--- src/sv/vts_pkg.sv ---
// Package for the virtual runtime run queue: sizes, codes, entry and command types.
// Used by the interfaces, the cell, the cell row and the top level.
package vts_pkg;

    localparam int QUEUE_DEPTH  = 32;
    localparam int TASK_ID_BITS = 8;

    localparam int ID_W        = TASK_ID_BITS;
    localparam int VR_W        = 32;
    localparam int SLICE_W     = 16;
    localparam int TICK_W      = 32;
    localparam int OP_W        = 2;
    localparam int FIELD_ID_W  = 8;
    localparam int CNT_FIELD_W = 6;
    localparam int CNT_W       = $clog2(QUEUE_DEPTH + 1);
    localparam int POS_W       = $clog2(QUEUE_DEPTH);

    localparam logic [OP_W-1:0] OP_TICK     = 2'd0;
    localparam logic [OP_W-1:0] OP_ENQUEUE  = 2'd1;
    localparam logic [OP_W-1:0] OP_SCHEDULE = 2'd2;

    typedef struct packed {
        logic [ID_W-1:0]    task_id;
        logic [VR_W-1:0]    vruntime;
        logic [SLICE_W-1:0] slice;
    } vts_entry_t;

    typedef enum logic [1:0] {
        SEL_HOLD,
        SEL_LEFT,
        SEL_RIGHT,
        SEL_KEY
    } vts_sel_t;

    typedef struct packed {
        logic             push;
        logic             pop;
        logic [POS_W-1:0] pos;
    } vts_row_cmd_t;

endpackage

--- src/sv/vts_cell.sv ---
// One run queue slot: holds an entry, loads from a neighbour or the key, flags insert point.
// Depends on vts_pkg.
module vts_cell import vts_pkg::*;
(
    input  logic            clk,
    input  vts_sel_t        sel,
    input  vts_entry_t      left,
    input  vts_entry_t      right,
    input  vts_entry_t      key,
    input  logic [ID_W-1:0] idle_id,
    output vts_entry_t      entry,
    output logic            stop
);

    vts_entry_t entry_reg;
    vts_entry_t entry_next;

    always_comb
    begin
        case (sel)
            SEL_LEFT:  entry_next = left;
            SEL_RIGHT: entry_next = right;
            SEL_KEY:   entry_next = key;
            default:   entry_next = entry_reg;
        endcase
    end

    always_ff @(posedge clk)
    begin
        entry_reg <= entry_next;
    end

    // The new entry goes in front of the idle task or of any entry not smaller than it.
    assign stop  = (entry_reg.task_id == idle_id) || (key.vruntime <= entry_reg.vruntime);
    assign entry = entry_reg;

endmodule

--- src/sv/vts_row.sv ---
// Row of queue cells that shifts left on a pop and opens a gap on a push.
// Depends on vts_pkg and vts_cell.
module vts_row import vts_pkg::*;
(
    input  logic                   clk,
    input  vts_row_cmd_t           cmd,
    input  vts_entry_t             key,
    input  logic [ID_W-1:0]        idle_id,
    output vts_entry_t             head,
    output logic [QUEUE_DEPTH-1:0] stop_vec
);

    vts_entry_t cell_entry [QUEUE_DEPTH];

    for (genvar i = 0; i < QUEUE_DEPTH; i++)
    begin : g_cell
        vts_sel_t   sel;
        vts_entry_t left;
        vts_entry_t right;

        always_comb
        begin
            if (cmd.pop)
            begin
                sel = SEL_RIGHT;
            end
            else if (cmd.push && (POS_W'(i) == cmd.pos))
            begin
                sel = SEL_KEY;
            end
            else if (cmd.push && (POS_W'(i) > cmd.pos))
            begin
                sel = SEL_LEFT;
            end
            else
            begin
                sel = SEL_HOLD;
            end
        end

        if (i == 0)
        begin : g_first
            assign left = key;
        end
        else
        begin : g_inner_left
            assign left = cell_entry[i-1];
        end

        if (i == QUEUE_DEPTH - 1)
        begin : g_last
            assign right = cell_entry[i];
        end
        else
        begin : g_inner_right
            assign right = cell_entry[i+1];
        end

        vts_cell u_cell (
            .clk     (clk),
            .sel     (sel),
            .left    (left),
            .right   (right),
            .key     (key),
            .idle_id (idle_id),
            .entry   (cell_entry[i]),
            .stop    (stop_vec[i])
        );
    end

    assign head = cell_entry[0];

endmodule

--- config.mk ---
export PLATFORM = sky130hd
export DESIGN_NAME = vts_row
export DESIGN_NICKNAME = d
export VERILOG_FILES = /design/src/sv/vts_pkg.sv /design/src/sv/vts_cell.sv /design/src/sv/vts_row.sv
export SDC_FILE = /design/constraint.sdc
export NUM_CORES = 2
export LEC_CHECK = 0
export ABC_AREA = 1
export CORE_MARGIN = 4
export CORE_UTILIZATION = 33
export CTS_CLUSTER_DIAMETER = 80
export CTS_CLUSTER_SIZE = 8
export DETAILED_ROUTE_END_ITERATION = 10
export DONT_BUFFER_PORTS = 1
export PLACE_DENSITY = 0.57
export SLEW_MARGIN = 25
export SYNTH_ARGS = -nofsm -noshare
export SYNTH_HDL_FRONTEND = slang
export SYNTH_HIERARCHICAL = 1
export SYNTH_SLANG_ARGS = --single-unit
--- constraint.sdc ---
create_clock -name clk -period 4.31 [get_ports clk]
set_input_delay 0.862 -clock clk [delete_from_list [all_inputs] [get_ports clk]]
set_output_delay 0.862 -clock clk [all_outputs]
set_load 0.01 [all_outputs]
==> results.cfg <==
[clock_network]
holdBufCountCts = 0
clk_pin_slew_worst_paths_ns = 0.05
cts_tree = done
root_buffer = clkbuf_16
cts_resized = 0
post_cts_buffers = 0
cts_max_path_buffers = 4
h-tree-depth = 5
cts_buffers = 266
clk_latency_ns = 0.83
cts.sinks = 1792

[drt]
drt_wl_total_microns = 424000
drt_first_pass_iters = 6
ant_nets = 0
viasPerCell = 5.54
drc = 0
wl_per_cell_microns = 21.9
vias = 107000
drtIter0Drc = 11200

[worst_setup_path]
cp_data_arrival_time_ns = 2.85
crit_path_start_kind = flip-flop
end_kind = output port
crit_type = reg -> out
cp_max_fo = 3
cp.required_ns = 3.45

[min_path]
min_path_type = in -> reg

[floorplan]
ios = 160
core-area_sq_um = 363000
die_x_microns = 612
die_y_microns = 612
die_area_sq_um = 375000
fp-row-count = 221
start_util_pct = 33.2

[global_routing]
grt_use_met1_pct = 29.1
gr-max-usage-layer = met2
grtUsageMet2_pct = 35.5
grt_pass1_wl_microns = 642000
grt_pass1_vias = 103000
overflow = 0
grt_max_degree = 66
grt_antenna_before_repair = 16
grtUsageTotal_pct = 21.7
grtUsageMet3_pct = 3.93

[sta]
fin_skew_ns = 0.0314
fin_crit_ns = 3.72
setup_violations = 0
drv_slew = 0
rsz0062_at_grt = false
finalSetupTns_ns = 0
fin_crit_sh_pct = 86.2
relSlewSlack_pct = 35.3
timing.hold.ws_ns = 0.223
worst_pin_slew_ns = 0.971
hold_viol = 0
max_freq_mhz = 269

[synth]
syn_avg_cell_area_sq_um = 8.14
synth_ff_type = edfxtp_1
syn_nets = 15900
synth_enable_flop_cells = 1792
synth-seq-area-share_pct = 44.7
netlist_instances = 14800
synth_area_sq_um = 120000
yosys_register_bits = 1792
synth_warnings = 6
ys_async_sr_fraction_pct = 0
yosys.cell_types.count = 24

[placed_design]
place_inst = 19000
dp_hpwl_microns = 289000
dpl-instance-area_sq_um = 125000
place_congestion = 0.858
portBuffers = 0

[finish]
largest_reg_flops = 1792
final_cell_mix = nand2_1 (4701), nand3_1 (3633), edfxtp_1 (1792)
final_nets = 15600
layout_commonest_cell = nand2_1
instances_no_fill = 19300
areaGrowthSynthToFinish_pct = 9.44
drive_gt1_share_pct = 4.64
final_area_sq_um = 132000

[pwr]
power_density_nw_per_um2 = 399
peakVddDrop_uv = 274
leakagePower_nw = 57.3

[run]
cap_violations = 0

[run_status]
outcome = completed
[per-stage QoR]
| stage | power, mW | utilization [%] | setup WS [ns] |
|---|---|---|---|
| after floorplan | 30.4 | - | 1.30 |
| after global placement | 33.5 | 34.4 | 0.949 |
| after detailed placement | 33.7 | 34.4 | 0.938 |
| after CTS | 52.8 | 36.3 | 0.620 |
| after global routing | 55.1 | 36.3 | 0.485 |
| final | 52.6 | 36.3 | 0.594 |
[report_power, final]
part | switching, mW | internal, mW
Clock | 7.81 | 11.3
Sequential | 2.23 | 22.1
Combinational | 5.81 | 3.38
Total | 15.9 | 36.7
[routing by layer]
| layer | part of all wire (%) | routed length (microns) | up-vias |
|---|---|---|---|
| met5 | 0.068 | 287 | - |
| met2 | 47 | 197000 | 4461 |
| met4 | 3.2 | 13500 | 6 |
| met1 | 42 | 179000 | 52100 |
| li1 | - | - | 49500 |
| met3 | 8.1 | 34100 | 875 |
[Yosys cell counts (all sizes together), types with 64 or more instances]
cell       n  area, sq um
o21a      96          721
edfxtp  1792        53800
clkbuf   161          604
nand2   4733        17800
ha      1024        12800
nor2     381         1470
nand4    134          838
a21o      64          480
a21oi    458         2290
inv     1269         4760
o21ai    104          521
xnor2    256         2240
nand3   3633        18200
buf      617         3500
[final cells by class]
class                      instances  area [sq um]
multi-input combinational      10900         58300
clock buffer                     278          6940
tap                             4794          6000
clock inverter                    10          81.3
sequential                      1792         53800
antenna                            2          5.00
fill                           37700        231000
timing repair buffer             218          1860
inverter                        1269          4760
[final timing paths]
kind / startpoint / end / slack (ns) / cells after the start
worst max register to register: g_cell[0].u_cell/entry[16]$_DFFE_PP_ / g_cell[1].u_cell/entry[16]$_DFFE_PP_ / 3.22 / 2
worst max-delay path: g_cell[6].u_cell/entry[47]$_DFFE_PP_ / stop_vec[6] / 0.59 / 9
worst min register to register: g_cell[26].u_cell/entry[0]$_DFFE_PP_ / g_cell[25].u_cell/entry[0]$_DFFE_PP_ / 0.55 / 2
worst min-delay path: key[52] / g_cell[0].u_cell/entry[52]$_DFFE_PP_ / 0.22 / 2
[worst max-delay path: stages, from the launching register on]
cell      delay (ns)
edfxtp_1        0.41
inv_1           0.06
ha_1            0.28
nand2_1         0.07
nor2_1          0.16
nand2_1         0.13
nor2_1          0.15
nand4_1         0.22
o21a_1          0.18
nand2_1         0.34
[kinds of logic (layout without fill, tap and decap cells)]
family / Yosys count / in the layout / share of synthesized area, %
AND/OR/NAND/NOR: 8947 / 8947 / 32.1
buffers and inverters: 2047 / 1775 / 7.36
flip-flops: 1792 / 1792 / 44.7
adder cells (fa/ha/maj): 1024 / 1024 / 10.6
AO/OA/AOI/OAI: 722 / 722 / 3.33
XOR/XNOR: 256 / 256 / 1.86
other: 0 / 2 / 0
(Power assumes the default switching activity.)
